### src/rtl/cmt_ram.sv
// ============================================================================
// cmt_ram
// Generic simple dual-port RAM: one write port, one read port, registered read.
// ============================================================================
module cmt_ram #(
  parameter int  WIDTH = 32,
  parameter int  DEPTH = 4,
  localparam int AW    = (DEPTH > 1) ? $clog2(DEPTH) : 1
) (
  input  logic             clk_i,
  input  logic             we_i,
  input  logic [AW-1:0]    waddr_i,
  input  logic [WIDTH-1:0] wdata_i,
  input  logic [AW-1:0]    raddr_i,
  output logic [WIDTH-1:0] rdata_o
);

  logic [WIDTH-1:0] mem_q [DEPTH];
  logic [WIDTH-1:0] rdata_q;

  // Write port.
  always_ff @(posedge clk_i) begin
    if (we_i) begin
      mem_q[waddr_i] <= wdata_i;
    end
  end

  // Registered read port.
  always_ff @(posedge clk_i) begin
    rdata_q <= mem_q[raddr_i];
  end

  assign rdata_o = rdata_q;

endmodule

### config.mk
export PLATFORM = sky130hd
export DESIGN_NAME = cmt_ram
export DESIGN_NICKNAME = d
export VERILOG_FILES = /design/src/rtl/cmt_ram.sv
export SDC_FILE = /design/constraint.sdc
export NUM_CORES = 1
export LEC_CHECK = 0
export BUFFER_PORTS_ARGS = -buffer_cell sky130_fd_sc_hd__buf_2
export CAP_MARGIN = 20
export CORE_MARGIN = 2
export CORE_UTILIZATION = 50
export CTS_CLUSTER_SIZE = 24
export DETAILED_ROUTE_END_ITERATION = 7
export MAX_ROUTING_LAYER = met4
export PLACE_DENSITY_LB_ADDON = 0.08
export SLEW_MARGIN = 10
export SYNTH_ARGS = -nofsm -noshare
export SYNTH_HDL_FRONTEND = slang
export SYNTH_SLANG_ARGS = --single-unit
### constraint.sdc
create_clock -name clk_i -period 7.75 [get_ports clk_i]
set_input_delay 0.775 -clock clk_i [delete_from_list [all_inputs] [get_ports clk_i]]
set_output_delay 0.775 -clock clk_i [all_outputs]
set_load 0.02 [all_outputs]
Yosys cells after proc, flatten, opt, wreduce, memory -nomap -nowiden
Memories as Yosys holds them, arrays and structs flattened. A register that Yosys moved wholly into a read port is not among the register bits.
Cells that the tools add are included.
{ "word_totals": {"mem_bits_rw": 128, "out_inout_bits": 32, "reg_bits": 0, "n_memories": 1, "wordCells": 3} }
{ "classes": {"n_mux": 2} }
{ "memory_table": {"columns": ["name", "words", "word_bits", "rd", "rd_ports_with_merged_regs", "write_ports", "line", "source"], "rows": [
  ["mem_q", 4, 32, 1, 1, 1, "18", "logic [WIDTH-1:0] mem_q [DEPTH];"]
]} }
{ "ops": {"columns": ["op", "count"], "rows": [
  ["1-bit two-way mux", 2]
]} }

Longest topological paths before layout
Gate-level depths: netlist of run 1.
{ "depth": {"depth_word": 2, "ltp_mapped": 3, "depth_no_buf": 1} }

Least setup slack after synthesis of run 1
Ideal clock, no wire load.
{ "synth_path": {"path_kind": "input to register", "from": "in waddr_i[1]", "to": "mem mem_q[0][0] (enable)", "stages": 1, "t_arrival_ns": 3.178, "setup_ns": 0.468, "path_buffers": 0, "path_slack_ns": 4.104, "required_time_ns": 7.282, "path_cell_list": "nor3b_1"} }
{ "synth_rtl": {"columns": ["item", "line", "source"], "rows": [
  ["start: declaration", "12", "input logic [AW-1:0] waddr_i,"],
  ["end: declaration", "18", null]
]} }
Straight into the memory's write port.

Worst setup path after layout of run 1
{ "layout_path": {"from": "reg rdata_q[16] (netlist: rdata_o[16]) (read register of mem_q)", "to": "out rdata_o[16]"} }
{ "layout_rtl": {"columns": ["item", "line", "source"], "rows": [
  ["start: declaration", "19", "logic [WIDTH-1:0] rdata_q;"],
  ["end: declaration", "15", "output logic [WIDTH-1:0] rdata_o"]
]} }
No word-level cell between the ends.

==> flow_summary.toml, run 1 <==
[yosys]
synthArstFlopShare = 0
ys_types = 10
synth-seq-cells = 160
syn_nets = 241
syn_area_per_cell_sq_um = 26.3
synth_commonest_cells = "edfxtp_1, dfxtp_1, mux4_2, buf_12, buf_2"
synth_area_leaders = "edfxtp_1, mux4_2, dfxtp_1, buf_12, mux4_1"
netlist_area_sq_mm = 0.00533
yosys.area.top_type = "edfxtp_1"
yosys_warnings = 0
synthCells = 203
ys.flop_type = "edfxtp_1"
seq_area_frac_synth = 0.841
synth_edf_count = 128
yosysMostFrequentCell = "edfxtp_1"
synth_top_area_frac = 0.721

[worst_hold_path]
worst_hold_path_type = "in2reg"

[setup_path]
crit_start = "rdata_o[16]$_DFF_P_"
path_max_fanout = 1
cpLargestDelayFamily = "flip-flops"
slowest_stage = "dfxtp_1"
cp_data_required_time_ps = 6970
slowest_delay_ps = 350
reg2reg_from = "mem_q[1][0]$_DFFE_PP_"
critical_path_arrival_ps = 1020
path_cells = "buf_2"
cp.depth = 1
critPathBufInv = 1
rrSetupSlack_ps = 6760
cp-start-kind = "flip-flop"
r2r-end = "rdata_o[0]$_DFF_P_"
rr_worst_depth = 1
crit_type = "reg2out"
end_kind = "output port"
critPathCapture = "rdata_o[16]"

[finish]
fin_util = 0.613
drive_gt1_frac = 0.445
area_growth_pct = 18.7
diodes = 0
fillCellCount = 726
nets = 324
final_area_sq_mm = 0.00633

[timing]
worst_slew_pin_slew_ps = 876
fmax_mhz = 558
period_needed_ps = 1790
relSlewSlack = 0.416
slew_violations = 0
rsz0062_at_grt = "no"
fin_tns_setup_ps = 0
setup_viol = 0
fin_crit_sh = 0.231
skew_ps = 7.44
hold_viol_final = 0

[global_route]
grt_pass1_vias = 2389
grt_pass1_wl_microns = 12700
grt_max_degree = 33
overflow = 0
gr-usage-all-layers = 0.160
antenna_found_initial = 0

[clocking]
worstSkewPairLatency_ps = 500
clk_pin_slew_ps = 60
clockRootBuffer = "clkbuf_8"
cts_buffers = 17
cts_sinks = 160
htreeDepth = 4
clk_path_buf_depth = 2
cts_tree = "yes"
post_cts_buffers = 0
hold_buffers = 0
post_cts_resized = 0

[die]
initial_utilization = 0.516
die_x_microns = 107
dieArea_sq_mm = 0.0115
ioPinCount = 70
die_y_microns = 107
num_rows = 37
core_sq_mm = 0.0103

[drt]
routed-via-count = 2243
wl_per_cell_microns = 18.8
drc = 0
firstDrtPassIters = 4
avgViaCountPerCell = 5.16
ant_nets = 0
wirelength_microns = 8180
first_iter_violations = 91

[place]
gp_congestion = 0.636
post-dp-hpwl_microns = 4440
io_buffers = 69
placed_area_sq_mm = 0.00578

[job]
max_cap_violations = 0

[power]
power_density_mw_per_mm2 = 293
p_leak_nw = 2.22
total_power_w = 0.00185
ir_drop_mv = 0.128

[status]
status = "finished clean"
## final cells by class
class	count	area, sq um	area share
sequential	160	4480	0.709
clock buffer	20	425	0.0672
multi-input combinational	36	768	0.121
clock inverter	12	119	0.0188
tap	136	170	0.0269
timing repair buffer	71	360	0.0570
## metal layers
metal	GRT usage	part of all wire
met2	0.245	0.51
met3	0.0430	0.035
met1	0.204	0.45
met5	-	0
met4	0.0696	0.0084
## flip-flops by register name, summed over array words and instances, names as in the netlist
register  count
mem_q       128
rdata_o      32
## layout by cell type (no fill, tap or decap), drive strengths merged
cell	n
and3	1
and3b	2
buf	71
bufinv	2
clkbuf	20
clkinv	6
clkinvlp	4
dfxtp	32
edfxtp	128
mux4	32
nor3b	1
## metrics by stage
step	hold slack, ps	instances	setup WS (ps)
3_5_place_dp	532	403	5540
4_1_cts	459	435	5920
6_report	487	435	5960
3_3_place_gp	522	403	5550
5_1_grt	463	435	5920
2_1_floorplan	516	203	4100
## report_power, final
group          total (W)  internal, W  leakage [nW]  switching, W
combinational   0.000102    0.0000432         0.515     0.0000590
clock           0.000760     0.000454         0.258      0.000306
sequential      0.000992     0.000980          1.45     0.0000119
## logic make-up (layout without fill, tap and decap cells)
family	count (synthesis)	in the layout	share of synthesized area
multiplexers	32	32	0.137
flip-flops	160	160	0.841
buffers and inverters	7	103	0.0162
AND/OR/NAND/NOR	4	4	0.00587
## worst min path at each step
stage                            from                endpoint  slack (ps)  cells past startpoint
6_report                  wdata_i[25]  mem_q[0][25]$_DFFE_PP_         490                      1
5_1_grt                   wdata_i[23]  mem_q[2][23]$_DFFE_PP_         460                      1
4_1_cts                    wdata_i[5]   mem_q[0][5]$_DFFE_PP_         460                      1
3_5_place_dp   mem_q[3][31]$_DFFE_PP_     rdata_o[31]$_DFF_P_         530                      1
3_3_place_gp    mem_q[3][0]$_DFFE_PP_      rdata_o[0]$_DFF_P_         520                      1
2_1_floorplan   mem_q[3][0]$_DFFE_PP_      rdata_o[0]$_DFF_P_         520                      1
Note: power is estimated with default switching activity, not from simulation.
==> run 2: changes to the inputs <==
clock period = 1.52 ns   (was 7.75 ns; I/O delays follow)
==> run 2 against run 1 <==
Count of clock-buffer cells in the layout grew 1; non-clock buffer count is 38 higher; flip-flop and latch count is the same; final cell count is 8.7% higher; core utilization up 4.5 points; clock power grew to 5.1 times the previous value; global-route usage grew 0.69 points; hold slack worse by 430 ps; sequential power rose to 5.1 times the previous value; final area increased by 7.3%; clock skew decreased by 1.6 ps; critical path type unchanged; largest power group unchanged.
==> flow_summary.toml, run 2 (synthesis gave the netlist of run 1 again) <==
[status]
status = "finished clean"

[place]
dpl_worst_slack_ps = 333
post-dp-hpwl_microns = 4590
io_buffers = 69
gp_congestion = 0.692

[clocking]
worstSkewPairLatency_ps = 520
clk_path_buf_depth = 2
post_cts_buffers = 0
clk_pin_slew_ps = 60
cts_tree = "yes"
htreeDepth = 4
cts_sinks = 160
cts_buffers = 17
clockRootBuffer = "clkbuf_8"

[worst_hold_path]
whs_path_depth = 2
worst_hold_path_type = "in2reg"
hold_end = "rdata_o[30]$_DFF_P_"
hp-start = "raddr_i[1]"

[global_route]
antenna_found_initial = 0
grt_pass1_vias = 2422
gr-usage-all-layers = 0.166
overflow = 0
grt_max_degree = 33
grt_pass1_wl_microns = 12800

[setup_path]
slowest_delay_ps = 350
cp-start-kind = "flip-flop"
rr_worst_depth = 1
critical_path_arrival_ps = 1040
crit_type = "reg2out"
critPathBufInv = 1
cp_data_required_time_ps = 1370
reg2reg_from = "mem_q[0][16]$_DFFE_PP_"
r2r-end = "rdata_o[16]$_DFF_P_"
cpLargestDelayFamily = "flip-flops"
rrSetupSlack_ps = 530
path_cells = "buf_2"
end_kind = "output port"
slowest_stage = "dfxtp_1"
path_max_fanout = 1

[timing]
hold_viol_final = 0
worst_slew_pin_slew_ps = 290
slew_violations = 0
fmax_mhz = 837
rsz0062_at_grt = "no"
fin_tns_setup_ps = 0
relSlewSlack = 0.806
fin_crit_sh = 0.786
worst_hold_slack_ps = 60.0
skew_ps = 5.85
period_needed_ps = 1190
setup_viol = 0
setup_slack_ps = 326

[finish]
nets = 362
final_common_cell = "edfxtp_1"
largest_reg_flops = 128
area_growth_pct = 27.3
fillCellCount = 691
top_register = "mem_q"
drive_gt1_frac = 0.412
multi_input_area_sq_um = 774
seq_area_sq_mm = 0.00448
final_cell_mix = "edfxtp_1, buf_2, dlygate4sd3_1, dfxtp_1, mux4_2"
diodes = 0

[drt]
routed-via-count = 2364
wl_per_cell_microns = 18.1
avgViaCountPerCell = 5.00
first_iter_violations = 106
drc = 0
firstDrtPassIters = 4
wirelength_microns = 8540
ant_nets = 0

[die]
dieArea_sq_mm = 0.0115
num_rows = 37
die_x_microns = 107
ioPinCount = 70
core_sq_mm = 0.0103
die_y_microns = 107
initial_utilization = 0.516

[power]
p_leak_nw = 2.42
ir_drop_mv = 0.911
total_power_w = 0.00956
power_density_mw_per_mm2 = 1410

[job]
max_cap_violations = 0
==> run 2: metal layers <==
metal  GRT usage  up-vias  share of wire
li1            -     1097              -
met1       0.202     1200           0.44
met2       0.255       63           0.51
met3      0.0648        4          0.040
met4      0.0640        0         0.0067
met5           -        -              0
==> run 2: layout make-up <==
cell class / instances / share of cell area
multi-input combinational: 36 / 0.114
tap: 136 / 0.0251
timing repair buffer: 109 / 0.120
clock inverter: 11 / 0.0171
clock buffer: 21 / 0.0632
sequential: 160 / 0.661
==> run 2: how the worst max path moves through the flow <==
stage                        startpoint               endpoint  slack, ps  cells past startpoint
global route        rdata_o[25]$_DFF_P_            rdata_o[25]        270                      1
global placement             raddr_i[0]     rdata_o[0]$_DFF_P_        330                      3
finish              rdata_o[25]$_DFF_P_            rdata_o[25]        330                      1
floorplan                    waddr_i[1]  mem_q[0][0]$_DFFE_PP_         80                      1
CTS                 rdata_o[25]$_DFF_P_            rdata_o[25]        280                      1
detailed placement           raddr_i[0]    rdata_o[31]$_DFF_P_        330                      3
==> run 2: timing repair <==
item	CTS	global route
resized for setup	0	0
hold buffers	32	0
endpoints found under the hold margin	128	0
==> run 2: power by group <==
part	internal [W]	total [W]	switching, W
combinational	0.000305	0.000627	0.000322
clock	0.00232	0.00388	0.00156
sequential	0.00500	0.00506	0.0000614
total	0.00762	0.00956	0.00194
==> run 2: metrics by stage <==
stage	cells	instance area (sq um)	util
after floorplan	203	5340	-
after global placement	409	5920	0.574
after detailed placement	409	5920	0.574
after CTS	473	6790	0.657
after global routing	473	6790	0.657
final	473	6790	0.657
