`config.mk`:
```
export PLATFORM = sky130hd
export DESIGN_NAME = cmt_cfg_flat
export DESIGN_NICKNAME = d
export VERILOG_FILES = /design/src/rtl/cmt_pkg.sv /design/src/rtl/cmt_if.sv /design/src/rtl/cmt_cfg.sv /design/src/flat_wrapper.sv
export SDC_FILE = /design/constraint.sdc
export NUM_CORES = 1
export LEC_CHECK = 0
export BUFFER_PORTS_ARGS = -buffer_cell sky130_fd_sc_hd__buf_4
export CAP_MARGIN = 10
export CORE_UTILIZATION = 46
export DETAILED_ROUTE_END_ITERATION = 8
export GPL_ROUTABILITY_DRIVEN = 0
export PLACE_DENSITY = 0.74
export SYNTH_ARGS = -nofsm -noshare
export SYNTH_HDL_FRONTEND = slang
export SYNTH_SLANG_ARGS = --single-unit
```
`constraint.sdc`:
```
create_clock -name clk_i -period 1.72 [get_ports clk_i]
set_input_delay 0.086 -clock clk_i [delete_from_list [all_inputs] [get_ports clk_i]]
set_output_delay 0.086 -clock clk_i [all_outputs]
set_load 0.02 [all_outputs]
```
`src/rtl/cmt_pkg.sv`:
```
// ============================================================================
// cmt_pkg
// Shared constants, types and the quarter-wave sine table of the chorus unit.
// ============================================================================
package cmt_pkg;

  // History store geometry. The store length is a power of two, so wrapping
  // a read or write position is a plain truncation to HIST_AW bits.
  localparam int HIST_AW     = 16;
  localparam int HISTORY_LEN = 1 << HIST_AW;

  // Tap count limits.
  localparam int MAX_TAPS = 4;
  localparam int TAP_W    = (MAX_TAPS > 1) ? $clog2(MAX_TAPS) : 1;
  localparam int COUNT_W  = 3;

  // Field widths.
  localparam int SAMPLE_W = 16;
  localparam int HIST_W   = 2 * SAMPLE_W;
  localparam int DELAY_W  = 16;
  localparam int DEPTH_W  = 12;
  localparam int STEP_W   = 16;
  localparam int GAIN_W   = 9;
  localparam int PHASE_W  = 16;
  localparam int SINE_W   = 15;

  // Datapath widths.
  localparam int MAG_W  = DEPTH_W + SINE_W;
  localparam int PROD_W = SAMPLE_W + GAIN_W + 1;
  localparam int ACC_W  = PROD_W + 2;

  // Configuration port.
  localparam int CFG_IDX_W  = 3;
  localparam int CFG_DATA_W = 62;

  localparam logic [CFG_IDX_W-1:0] REG_TAP_COUNT = CFG_IDX_W'(0);
  localparam int                   REG_TAP_FIRST = 1;

  // One tap's settings, laid out as in its configuration register.
  typedef struct packed {
    logic [GAIN_W-1:0]  gain_r;
    logic [GAIN_W-1:0]  gain_l;
    logic [STEP_W-1:0]  step;
    logic [DEPTH_W-1:0] depth;
    logic [DELAY_W-1:0] delay;
  } tap_cfg_t;

  localparam int TAP_CFG_W = $bits(tap_cfg_t);

  // Sequencer to tap path.
  typedef struct packed {
    logic             clear;
    logic             issue;
    logic [TAP_W-1:0] tap;
  } tap_ctrl_t;

  // Tap path to sequencer.
  typedef struct packed {
    logic                    busy;
    logic signed [ACC_W-1:0] acc_l;
    logic signed [ACC_W-1:0] acc_r;
  } tap_stat_t;

  // Quarter-wave sine table, Q0.15 magnitudes.
  localparam int          SINE_TABLE_LEN = 256;
  localparam int          SINE_IDX_W     = $clog2(SINE_TABLE_LEN + 1);
  localparam logic [63:0] HALF_PI_Q30    = 64'd1686629713;

  typedef logic [SINE_W-1:0] sine_tbl_t [SINE_TABLE_LEN+1];

  // Builds the table at elaboration with a nine-term Taylor series in Q2.30.
  function automatic sine_tbl_t build_sine();
    sine_tbl_t   tbl;
    logic [63:0] x;
    logic [63:0] term;
    logic [63:0] sum;
    logic [63:0] q;
    for (int i = 0; i <= SINE_TABLE_LEN; i++) begin
      x    = (HALF_PI_Q30 * 64'(i)) / SINE_TABLE_LEN;
      term = x;
      sum  = x;
      for (int k = 1; k <= 8; k++) begin
        term = (term * x) >> 30;
        term = (term * x) >> 30;
        term = term / 64'((2 * k) * (2 * k + 1));
        if (k[0]) begin
          sum = (sum >= term) ? sum - term : 64'd0;
        end else begin
          sum = sum + term;
        end
      end
      q = (sum + 64'd16384) >> 15;
      if (q > 64'd32767) begin
        q = 64'd32767;
      end
      tbl[i] = q[SINE_W-1:0];
    end
    return tbl;
  endfunction

  localparam sine_tbl_t SINE_TBL = build_sine();

  // Sine magnitude of a phase; the sign is the phase's top bit.
  function automatic logic [SINE_W-1:0] sine_mag(input logic [PHASE_W-1:0] ph);
    logic [31:0]           kp;
    logic [SINE_IDX_W-1:0] k;
    logic [SINE_IDX_W-1:0] idx;
    kp  = (32'(ph[PHASE_W-3:0]) * 32'(SINE_TABLE_LEN)) >> (PHASE_W - 2);
    k   = kp[SINE_IDX_W-1:0];
    idx = ph[PHASE_W-2] ? SINE_IDX_W'(SINE_TABLE_LEN) - k : k;
    return SINE_TBL[idx];
  endfunction

endpackage

```
`src/rtl/cmt_if.sv`:
```


// Register writes.
interface cmt_cfg_if import cmt_pkg::*; ();
  logic                  valid;
  logic                  ready;
  logic [CFG_IDX_W-1:0]  idx;
  logic [CFG_DATA_W-1:0] data;

  modport source (output valid, idx, data, input ready);
  modport sink   (input valid, idx, data, output ready);
endinterface

```
`src/rtl/cmt_cfg.sv`:
```
// ============================================================================
// cmt_cfg
// Configuration registers: tap count and the packed settings of each tap.
// ============================================================================
module cmt_cfg import cmt_pkg::*; (
  input  logic               clk_i,
  input  logic               rst_ni,
  cmt_cfg_if.sink            cfg_i,
  output logic [COUNT_W-1:0] active_o,
  output tap_cfg_t           tap_cfg_o [MAX_TAPS]
);

  logic [COUNT_W-1:0] count_q;
  tap_cfg_t           tap_q [MAX_TAPS];

  // Writes are always taken; indexes past the list are dropped.
  assign cfg_i.ready = 1'b1;

  always_ff @(posedge clk_i or negedge rst_ni) begin
    if (!rst_ni) begin
      count_q <= '0;
      for (int t = 0; t < MAX_TAPS; t++) begin
        tap_q[t] <= '0;
      end
    end else if (cfg_i.valid) begin
      if (cfg_i.idx == REG_TAP_COUNT) begin
        count_q <= cfg_i.data[COUNT_W-1:0];
      end
      for (int t = 0; t < MAX_TAPS; t++) begin
        if (cfg_i.idx == CFG_IDX_W'(REG_TAP_FIRST + t)) begin
          tap_q[t] <= tap_cfg_t'(cfg_i.data[TAP_CFG_W-1:0]);
        end
      end
    end
  end

  // A count above the tap limit runs all taps.
  assign active_o = (count_q > COUNT_W'(MAX_TAPS)) ? COUNT_W'(MAX_TAPS) : count_q;

  always_comb begin
    for (int t = 0; t < MAX_TAPS; t++) begin
      tap_cfg_o[t] = tap_q[t];
    end
  end

endmodule

```
`src/flat_wrapper.sv`:
```
// flat-port wrapper written by rule: the top's interface ports become plain ports
module cmt_cfg_flat import cmt_pkg::*;
  (clk_i, rst_ni, active_o, tap_cfg_o, cfg_i_valid, cfg_i_idx, cfg_i_data, cfg_i_ready);
  cmt_cfg_if cfg_i_i ();
  input  logic clk_i;
  input  logic rst_ni;
  output logic [COUNT_W-1:0] active_o;
  output tap_cfg_t tap_cfg_o[MAX_TAPS];
  input wire logic [$bits(cfg_i_i.valid)-1:0] cfg_i_valid;
  input wire logic [$bits(cfg_i_i.idx)-1:0] cfg_i_idx;
  input wire logic [$bits(cfg_i_i.data)-1:0] cfg_i_data;
  output wire logic [$bits(cfg_i_i.ready)-1:0] cfg_i_ready;
  assign cfg_i_i.valid = cfg_i_valid;
  assign cfg_i_i.idx = cfg_i_idx;
  assign cfg_i_i.data = cfg_i_data;
  assign cfg_i_ready = cfg_i_i.ready;
  cmt_cfg u_core (.clk_i(clk_i), .rst_ni(rst_ni), .cfg_i(cfg_i_i), .active_o(active_o), .tap_cfg_o(tap_cfg_o));
endmodule
```
== Yosys cells after proc, flatten, opt, wreduce, memory -nomap -nowiden ==
Index checks and enable logic that the tools add are counted.
W data, S select, Z words.

* Register bits: 251
* Bits in latches: 0
* RAM bits: 0
* Memory bits (read-only): 0
* Input port bits: 68
* Output and inout bits: 252
* Word-level logic and storage cells: 33
* Memories kept: 0

* Add/sub/neg operators: 0
* Multiply operators: 0
* Divide/modulo/power cells: 0
* Magnitude comparators: 1
* Equality and inequality tests: 4
* Shifts and indexed selects: 0
* Mux-type cells: 1
* Bitwise gates (word level): 0
* Reductions and logical operators: 6

{| class="wikitable"
|+ Operator list
! cell !! number
|-
| $reduce_and A2 Y1 || 5
|-
| $eq A3 B2 Y1 const B || 2
|-
| $eq A3 B1 Y1 const B || 1
|-
| $eq A3 B3 Y1 const B || 1
|-
| $gt A3 B3 Y1 const B || 1
|-
| $logic_not A3 Y1 || 1
|-
| $mux W3 || 1
|}

== Depth between registers and ports, before layout ==
Gate-level depths: netlist (run 1).

* Word-level depth: 2
* Gate-level depth with buffers: 4
* Gate-level depth less buffers: 2

== Least setup slack after synthesis (run 1) ==
OpenSTA, ideal clock, no wires.

* Path type: input port to flip-flop
* From: in cfg_i_idx[0]
* To: reg u_core.tap_q, in the netlist u_core.tap_cfg_o[0]
* Setup time: 0.125 ns
* Arrival: 0.945 ns
* Data required time: 1.595 ns
* Setup slack: 0.650 ns
* Stages: 4
* Path buffers: 2
* Cells stage by stage: and4bb_1 > buf_6 > buf_6 > mux2_4

* Word-level cells in the longest chain between the ends: 2

{| class="wikitable"
|+ RTL lines
! item !! line !! source
|-
| start, declared || flat_wrapper.sv:10 || <nowiki>input wire logic [$bits(cfg_i_i.idx)-1:0] cfg_i_idx;</nowiki>
|-
| $eq A3 B3 Y1 || cmt_cfg.sv:30 || <nowiki>if (cfg_i.idx == CFG_IDX_W'(REG_TAP_FIRST + t)) begin</nowiki>
|-
| $reduce_and A2 Y1 (no line) || n/a ||
|-
| end signal, assigned by index || cmt_cfg.sv:31 || <nowiki>tap_q[t] <= tap_cfg_t'(cfg_i.data[TAP_CFG_W-1:0]);</nowiki>
|-
| end, declared || cmt_cfg.sv:14 || <nowiki>tap_cfg_t tap_q [MAX_TAPS];</nowiki>
|}

No other way between the ends.
A chain may end at the register's enable or synchronous reset.

== Worst setup path in the final report (run 1) ==
* From: in cfg_i_idx[2]
* To: reg u_core.tap_q, in the netlist u_core.tap_cfg_o[119]

* Word-level cells in the longest chain between the ends: 2

{| class="wikitable"
|+ RTL lines
! item !! line
|-
| $eq A3 B2 Y1 || cmt_cfg.sv:30
|-
| $reduce_and A2 Y1 (no line) || n/a
|}

No other way between the ends.

==> results of run 1 <==
-- through the flow --
step,setup slack [ns],utilization [%]
detailed placement,0.222,60.9
global route,0.182,68.5
finish,0.240,68.5
global placement,0.277,60.9
CTS,0.228,68.5
floorplan,0.650,-
-- metal layers --
layer | up-vias | track usage, % | part of all wire [%] | wire length (um)
met2 | 238 | 40.0 | 51 | 12600
met3 | 61 | 5.00 | 6.3 | 1570
met4 | 0 | 8.51 | 3.5 | 873
met1 | 3172 | 28.8 | 40 | 9870
li1 | 2715 | - | - | -
met5 | - | 0 | 0 | 0
-- repair_timing --
action	4_1_cts	5_1_grt
setup buffers	0	0
endpoints found under the hold margin	502	0
hold buffers	66	0
setup endpoints to repair	0	0
-- cell usage after synthesis (all sizes together) --
cell	instances
mux2	251
conb	1
nor2b	2
dfrtp	251
nand4b	1
clkbuf	1
nor4b	1
buf	28
and4bb	3
-- power by group through the flow --
stage                     Sequential [mW]  Clock [mW]  Combinational (mW)
after floorplan                      9.55           0                1.42
after CTS                            8.01        5.80                6.05
after global placement               7.99           0                5.77
final                                8.01        5.66                6.00
after detailed placement             8.08           0                5.90
after global routing                 8.17        6.04                6.29
-- kinds of logic (layout without fill, tap and decap cells) --
kind of cell	after synthesis	in the layout
multiplexers	251	251
flip-flops	251	251
buffers and inverters	29	451
AND/OR/NAND/NOR	7	7
other	1	1
-- layout make-up --
class | instances | share of cell area (%)
Clock inverter | 14 | 0.939
Timing Repair Buffer | 401 | 23.8
Multi-Input combinational cell | 259 | 22.5
Tap cell | 270 | 2.41
Clock buffer | 36 | 5.43
Sequential cell | 251 | 44.9
-- sequential cells by signal, indices dropped and copies added (netlist names) --
register and cells:
u_core.tap_cfg_o 248, u_core.count_q 3
-- path summary, 6_finish.rpt --
check | startpoint | end | slack, ns
max in group asynchronous | rst_ni | u_core.tap_cfg_o[77] | 0.93
worst min register to register | u_core.tap_cfg_o[151] | u_core.tap_cfg_o[151] | 0.49
min in group clk_i | cfg_i_valid | u_core.count_q[0] | 0.12
worst max register to register | u_core.tap_cfg_o[106] | u_core.tap_cfg_o[106] | 0.89
worst max-delay path | cfg_i_idx[2] | u_core.tap_cfg_o[119] | 0.24
worst min-delay path | rst_ni | u_core.tap_cfg_o[233] | 0.08
==> flow_summary.ini, run 1 <==
[clock_network]
clock_latency_ns = 0.53
cts-buffers-inserted = 27
cts.sinks = 251
cts_tree = done
clk_pin_slew_worst_paths_ns = 0.06
clock-root-buffer = clkbuf_16
ctsResizeCount = 0
clockBufferDepth = 3
cts_max_level = 1

[layout]
fill_cells = 1379
fin_area_sq_um = 14000
regArea_sq_um = 6280
diodes = 0
layout-drive-gt1-share_pct = 64.5
multi_input_area_sq_um = 3160
final_common_cell = buf_4
area_delta_synth_final_pct = 44.4
final_cell_mix = buf_4 (322), dfrtp_1 (251), mux2_2 (174)
nets = 1008
fin_cells = 1231

[synth]
seq_area_frac_synth_pct = 64.8
syn_inst = 539
synth_area_leader_cell = dfrtp_1
synthMuxAreaShare_pct = 31.5
syn_nets = 607
synth_compound_gate_area_share_pct = 0
syn_area_sq_um = 9690
ys_top_cells_by_area = dfrtp_1 (65%), mux2_2 (20%), mux2_4 (9.3%), buf_6 (2.4%), mux2_1 (2.0%)
synth_top_family_by_area = multiplexers
yosys.area_share.xor_xnor_pct = 0
ys_types = 13
post-synth-top-area-fraction_pct = 64.8
yosys.area_share.simple_pct = 0.826
ys_warn_count = 0
avgSynthCellArea_sq_um = 18.0
synth-adder-area-share_pct = 0
ys_ff_latch = 251

[sta]
skew_ns = 0
max_freq_mhz = 676
hold_ws_ns = 0.0812
setup_viol = 0
tns_ns = 0
timing.slew.headroom_pct = 65.2
hold_violations = 0
maxSlewViolCount = 0
fin_crit_ns = 1.48
post-route-period-util_pct = 86.0
tightest_slew_ns = 0.523
rsz0062_at_grt = no

[worst_setup_path]
crit_fanout = 25
crit_cells = 5
crit_slowest_cell = dlygate4sd3_1
critical-path-top-delay-family = buffers and inverters
worst-setup-path-type = input port to flop
crit_path_start_kind = input port
crit_buf_inv = 3
end_kind = flop
worstRegToRegCells = 1
worstPathArrival_ns = 1.90
max_stage_delay_ns = 0.53
cp.required_ns = 2.14
path_cells = dlygate4sd3_1 > buf_4 > nand4b_4 > buf_12 > mux2_2

[placed_design]
io_buffer_count = 318
dpl_cell_area_sq_um = 12400
dpl.cell_count = 1115
dpl.hpwl_um = 17100

[run]
drv_cap = 0

[status]
outcome = finished clean

[die]
design.die.area_sq_um = 21700
initial_core_util_pct = 47.5
die_w_um = 147
design.core.area_sq_um = 20400
die_y_um = 147
io_pins = 320
num_rows = 52

[power]
vdd_drop_max_v = 0.00101
p_int_mw = 13.5
p_seq_share_pct = 40.7
power.density_nw_per_um2 = 1410
p_leak_nw = 6.65
power_mw = 19.7
clkPwrFrac_pct = 28.8
comb_power_share_pct = 30.5
swShare_pct = 31.5
switchingPower_mw = 6.19

[routing]
antenna_left = 0
post_drt_wl_per_cell_um = 20.3
drt-total-wl_um = 24900
drc = 0
vias = 6186
viasPerCell = 5.03
drtIter0Drc = 120
first_pass_iters = 4

[global_route]
grtUsageTotal_pct = 23.3
antenna_found_initial = 0
grt_max_degree = 61
gr-total-overflow = 0
grt_pass1_wl_um = 39400
grt_pass1_vias = 6813

[worst_hold_path]
hold_path_class = input port to async pin
No activity file was read; power rests on OpenSTA's default activity.
==> run 2: changes to the inputs <==
--- a/config.mk
+++ b/config.mk
@@ -7,10 +7,13 @@
 export LEC_CHECK = 0
 export BUFFER_PORTS_ARGS = -buffer_cell sky130_fd_sc_hd__buf_4
 export CAP_MARGIN = 10
-export CORE_UTILIZATION = 46
+export CELL_PAD_IN_SITES_DETAIL_PLACEMENT = 2
+export CELL_PAD_IN_SITES_GLOBAL_PLACEMENT = 2
+export CORE_UTILIZATION = 38
 export DETAILED_ROUTE_END_ITERATION = 8
 export GPL_ROUTABILITY_DRIVEN = 0
-export PLACE_DENSITY = 0.74
+export HOLD_SLACK_MARGIN = 0.1
+export PLACE_DENSITY_LB_ADDON = 0.1
 export SYNTH_ARGS = -nofsm -noshare
 export SYNTH_HDL_FRONTEND = slang
 export SYNTH_SLANG_ARGS = --single-unit
==> run 2 against run 1 <==
Effect of this change: worst hold slack better by 0.021 ns; sequential power up 1%; critical path depth unchanged; wire length up 25%; clock-buffer cell count rose by 4; first-iteration DRC count increased by 36%; via count rose by 0.70%; largest cell class unchanged.
==> flow_summary.ini, run 2 (synthesized netlist as in run 1, its figures left out) <==
[routing]
antenna_left = 0
vias = 6229
drtIter0Drc = 163
post_drt_wl_per_cell_um = 24.1
drt-total-wl_um = 31100
drc = 0
first_pass_iters = 5
viasPerCell = 4.82

[global_route]
grtUsageTotal_pct = 24.1
antenna_found_initial = 0
gr-total-overflow = 0
grt_pass1_vias = 7486
grt_pass1_wl_um = 47400
grt_max_degree = 63

[worst_setup_path]
cp.required_ns = 2.13
worstPathArrival_ns = 1.86
crit_path_start_kind = input port
crit_fanout = 22
worst-setup-path-type = input port to flop
end_kind = flop

[clock_network]
post-cts-setup-buffers = 0
clk_pin_slew_worst_paths_ns = 0.06
clock_latency_ns = 0.54
cts.sinks = 251
ctsResizeCount = 0
cts_max_level = 1
cts_tree = done
clockBufferDepth = 3
ctsHoldBuffers = 66
clock-root-buffer = clkbuf_16
cts-buffers-inserted = 28

[die]
die_w_um = 162
design.die.area_sq_um = 26200
initial_core_util_pct = 38.6
num_rows = 58
die_y_um = 162
io_pins = 320
design.core.area_sq_um = 25100

[placed_design]
dpl.hpwl_um = 19700
io_buffer_count = 318

[layout]
final_common_cell = buf_4
final_cell_mix = buf_4 (324), dfrtp_1 (251), mux2_2 (174)
largest_register_ffs = 248
nets = 1010
area_delta_synth_final_pct = 45.3
post-route-util_pct = 56.1
diodes = 0
layout-drive-gt1-share_pct = 64.4

[power]
p_leak_nw = 6.66
vdd_drop_max_v = 0.000969
switchingPower_mw = 6.44
clkPwrFrac_pct = 29.1
swShare_pct = 32.0
comb_power_share_pct = 30.6
power.density_nw_per_um2 = 1430
p_seq_share_pct = 40.2
p_int_mw = 13.7

[sta]
tns_ns = 0
fin_crit_ns = 1.45
post-route-period-util_pct = 84.3
maxSlewViolCount = 0
skew_ns = 0
hold_violations = 0
max_freq_mhz = 689
tightest_slew_ns = 0.534
setup_viol = 0
timing.slew.headroom_pct = 64.3
rsz0062_at_grt = no

[worst_hold_path]
hold_path_class = input port to async pin

[status]
outcome = finished clean

[run]
drv_cap = 0
-- run 2: worst max-delay path, stage by stage --
cell           delay (ns)
dlygate4sd3_1        0.53
buf_4                0.16
nand4b_4             0.44
buf_12               0.32
mux2_2               0.30
-- run 2: area by class of cell --
| cell class | instances | area [sq um] |
|---|---|---|
| multi-input cells | 259 | 3160 |
| well taps | 330 | 413 |
| repair buffers | 402 | 3330 |
| clock buffers | 40 | 827 |
| flip-flops and latches | 251 | 6280 |
| fillers | 2255 | 11000 |
| clock inverters | 10 | 77.6 |
-- run 2: final timing paths --
kind / endpoint / depth (start not counted) / from / slack, ns
max: u_core.tap_cfg_o[110] / 5 / cfg_i_idx[2] / 0.27
min: u_core.tap_cfg_o[31] / 2 / rst_ni / 0.10
max reg2reg: u_core.tap_cfg_o[233] / 1 / u_core.tap_cfg_o[233] / 0.87
min reg2reg: u_core.tap_cfg_o[151] / 1 / u_core.tap_cfg_o[151] / 0.49
max in group asynchronous: u_core.tap_cfg_o[47] / 3 / rst_ni / 0.95
min in group clk_i: u_core.count_q[2] / 3 / cfg_i_valid / 0.15
-- run 2: power by group through the flow --
| stage | Combinational, mW | Clock, mW | Sequential (mW) |
|---|---|---|---|
| after global routing | 6.46 | 6.22 | 8.24 |
| after floorplan | 1.42 | 0 | 9.55 |
| after CTS | 6.18 | 6.00 | 8.08 |
| after global placement | 5.84 | 0 | 8.00 |
| after detailed placement | 6.01 | 0 | 8.14 |
| final | 6.16 | 5.86 | 8.09 |
-- run 2: layer usage --
layer	track usage (%)	share of wire (%)	up-vias	wire length, um
li1	-	-	2708	-
met1	27.9	38	3225	11700
met2	43.5	53	237	16400
met3	5.77	6.5	59	2020
met4	8.02	3.2	0	1010
met5	0	0	-	0
-- run 2: stage by stage --
step                      area [sq um]  hold slack, ns  power (mW)  std cells  setup WS [ns]
final                            14100           0.102        20.1       1292          0.269
after global routing             14100           0.124        20.9       1292          0.224
after CTS                        14100           0.106        20.3       1292          0.270
after detailed placement         12500          0.0674        14.1       1176          0.268
after global placement           12500          0.0573        13.8       1176          0.340
after floorplan                   9690          -0.210        11.0        539          0.650
==> run 3: changes to the inputs <==
--- a/config.mk
+++ b/config.mk
@@ -9,7 +9,7 @@
 export CAP_MARGIN = 10
 export CELL_PAD_IN_SITES_DETAIL_PLACEMENT = 2
 export CELL_PAD_IN_SITES_GLOBAL_PLACEMENT = 2
-export CORE_UTILIZATION = 38
+export CORE_UTILIZATION = 35
 export DETAILED_ROUTE_END_ITERATION = 8
 export GPL_ROUTABILITY_DRIVEN = 0
 export HOLD_SLACK_MARGIN = 0.1
==> constraint.sdc (replaced) <==
create_clock -name clk_i -period 1.35 [get_ports clk_i]
set_input_delay 0.0675 -clock clk_i [delete_from_list [all_inputs] [get_ports clk_i]]
set_output_delay 0.0675 -clock clk_i [all_outputs]
set_load 0.02 [all_outputs]
==> run 3 against run 2 <==
Effect of this change: first-iteration DRC count up 34%; register-to-register slack got worse by 0.46 ns; wire length grew 0.17%; global-route usage shrank 3.0 points; worst setup slack worse by 0.23 ns; clock-buffer cell count rose by 2; worst hold slack improved by 0.064 ns.
==> flow_summary.ini, run 3 (synthesized netlist as in run 1, its figures left out) <==
[clock_network]
cts.sinks = 251
cts_max_level = 1
cts_tree = done
clockBufferDepth = 3
clk_pin_slew_worst_paths_ns = 0.06
cts-buffers-inserted = 29
clock-root-buffer = clkbuf_16
clock_latency_ns = 0.52

[worst_setup_path]
worst-setup-path-type = flop to primary output
crit_fanout = 3
crit_path_start_kind = flop
r2r_setup_slack_ns = 0.41
max_stage_delay_ns = 0.42
cp.required_ns = 1.28
worstPathArrival_ns = 1.24
end_kind = primary output
path_cells = nor2b_1 > buf_4
critical-path-top-delay-family = flip-flops
crit_buf_inv = 1
crit_slowest_cell = dfrtp_1

[sta]
fin_crit_ns = 1.31
hold_violations = 0
max_freq_mhz = 764
tns_ns = 0
maxSlewViolCount = 0
skew_ns = 0
setup_viol = 0
post-route-period-util_pct = 96.9
rsz0062_at_grt = yes

[routing]
viasPerCell = 4.80
antenna_left = 0
first_pass_iters = 4
post_drt_wl_per_cell_um = 23.7
drc = 0
vias = 6332
drtIter0Drc = 219
drt-total-wl_um = 31200

[die]
design.die.area_sq_um = 28400
die_y_um = 168
num_rows = 60
die_w_um = 168
initial_core_util_pct = 35.9
design.core.area_sq_um = 27000
io_pins = 320

[layout]
final_common_cell = buf_4
largest_register_ffs = 248
nets = 1023
area_delta_synth_final_pct = 48.4
layout-drive-gt1-share_pct = 65.1
fin_cells = 1318
final_cell_mix = buf_4 (328), dfrtp_1 (251), mux2_2 (174)

[global_route]
antenna_found_initial = 1
grt_pass1_vias = 7463
grt_max_degree = 53
gr-total-overflow = 0
grtUsageTotal_pct = 21.1
grt_pass1_wl_um = 45600

[power]
p_leak_nw = 6.81
vdd_drop_max_v = 0.00101
power_mw = 26.3
power.density_nw_per_um2 = 1830

[status]
outcome = finished clean

[placed_design]
dpl.cell_count = 1192
io_buffer_count = 318
dpl.hpwl_um = 20100

[worst_hold_path]
hold_path_class = input port to flop

[run]
drv_cap = 0
==> run 3: final timing paths <==
kind	from	to	cells past startpoint
min in group asynchronous	rst_ni	u_core.tap_cfg_o[98]	3
min	cfg_i_idx[0]	u_core.tap_cfg_o[68]	4
max reg2reg	u_core.count_q[2]	u_core.count_q[2]	2
min reg2reg	u_core.tap_cfg_o[161]	u_core.tap_cfg_o[161]	1
max in group asynchronous	rst_ni	u_core.tap_cfg_o[22]	4
max	u_core.count_q[2]	active_o[1]	2
==> run 3: where the power goes <==
| part | internal, mW | switching, mW | leakage, nW |
|---|---|---|---|
| Combinational | 3.83 | 4.02 | 3.30 |
| Clock | 5.13 | 3.09 | 0.503 |
| Sequential | 9.20 | 1.08 | 3.01 |
==> run 3: worst min-delay path: stages <==
cell,delay [ns]
buf_4,0.13
buf_4,0.14
nand4b_4,0.15
mux2_2,0.18
==> run 3: per-layer routing <==
layer  GRT usage [%]  share of wire [%]
met5               0                  0
met4            6.88                2.7
met3            5.99                6.7
met2            37.7                 52
met1            24.3                 39
==> run 3: final cells by class <==
| type | count | area [sq um] |
|---|---|---|
| fill | 2445 | 12600 |
| multi-input combinational | 259 | 3160 |
| antenna | 1 | 2.50 |
| sequential | 251 | 6280 |
| clock inverter | 10 | 156 |
| clock buffer | 42 | 855 |
| tap | 341 | 427 |
| timing repair buffer | 414 | 3510 |
==> run 3: metrics by stage <==
step	cell area, sq um	utilization, %	setup WS, ns	hold slack (ns)
floorplan	9690	-	0.299	-0.228
global placement	12600	46.6	0.0338	0.0187
detailed placement	12600	46.6	-0.00464	0.0198
CTS	14300	52.8	-0.00804	0.143
global route	14400	53.2	-0.0109	0.162
finish	14400	53.2	0.0415	0.167
==> run 3: repair_timing <==
action	in CTS	in global routing
hold endpoints to repair	502	0
endpoints found under the setup margin	1	150
gates cloned	0	5
resized for setup	0	6
pin swaps	0	1
hold buffers	66	0
buffers inserted	1	2
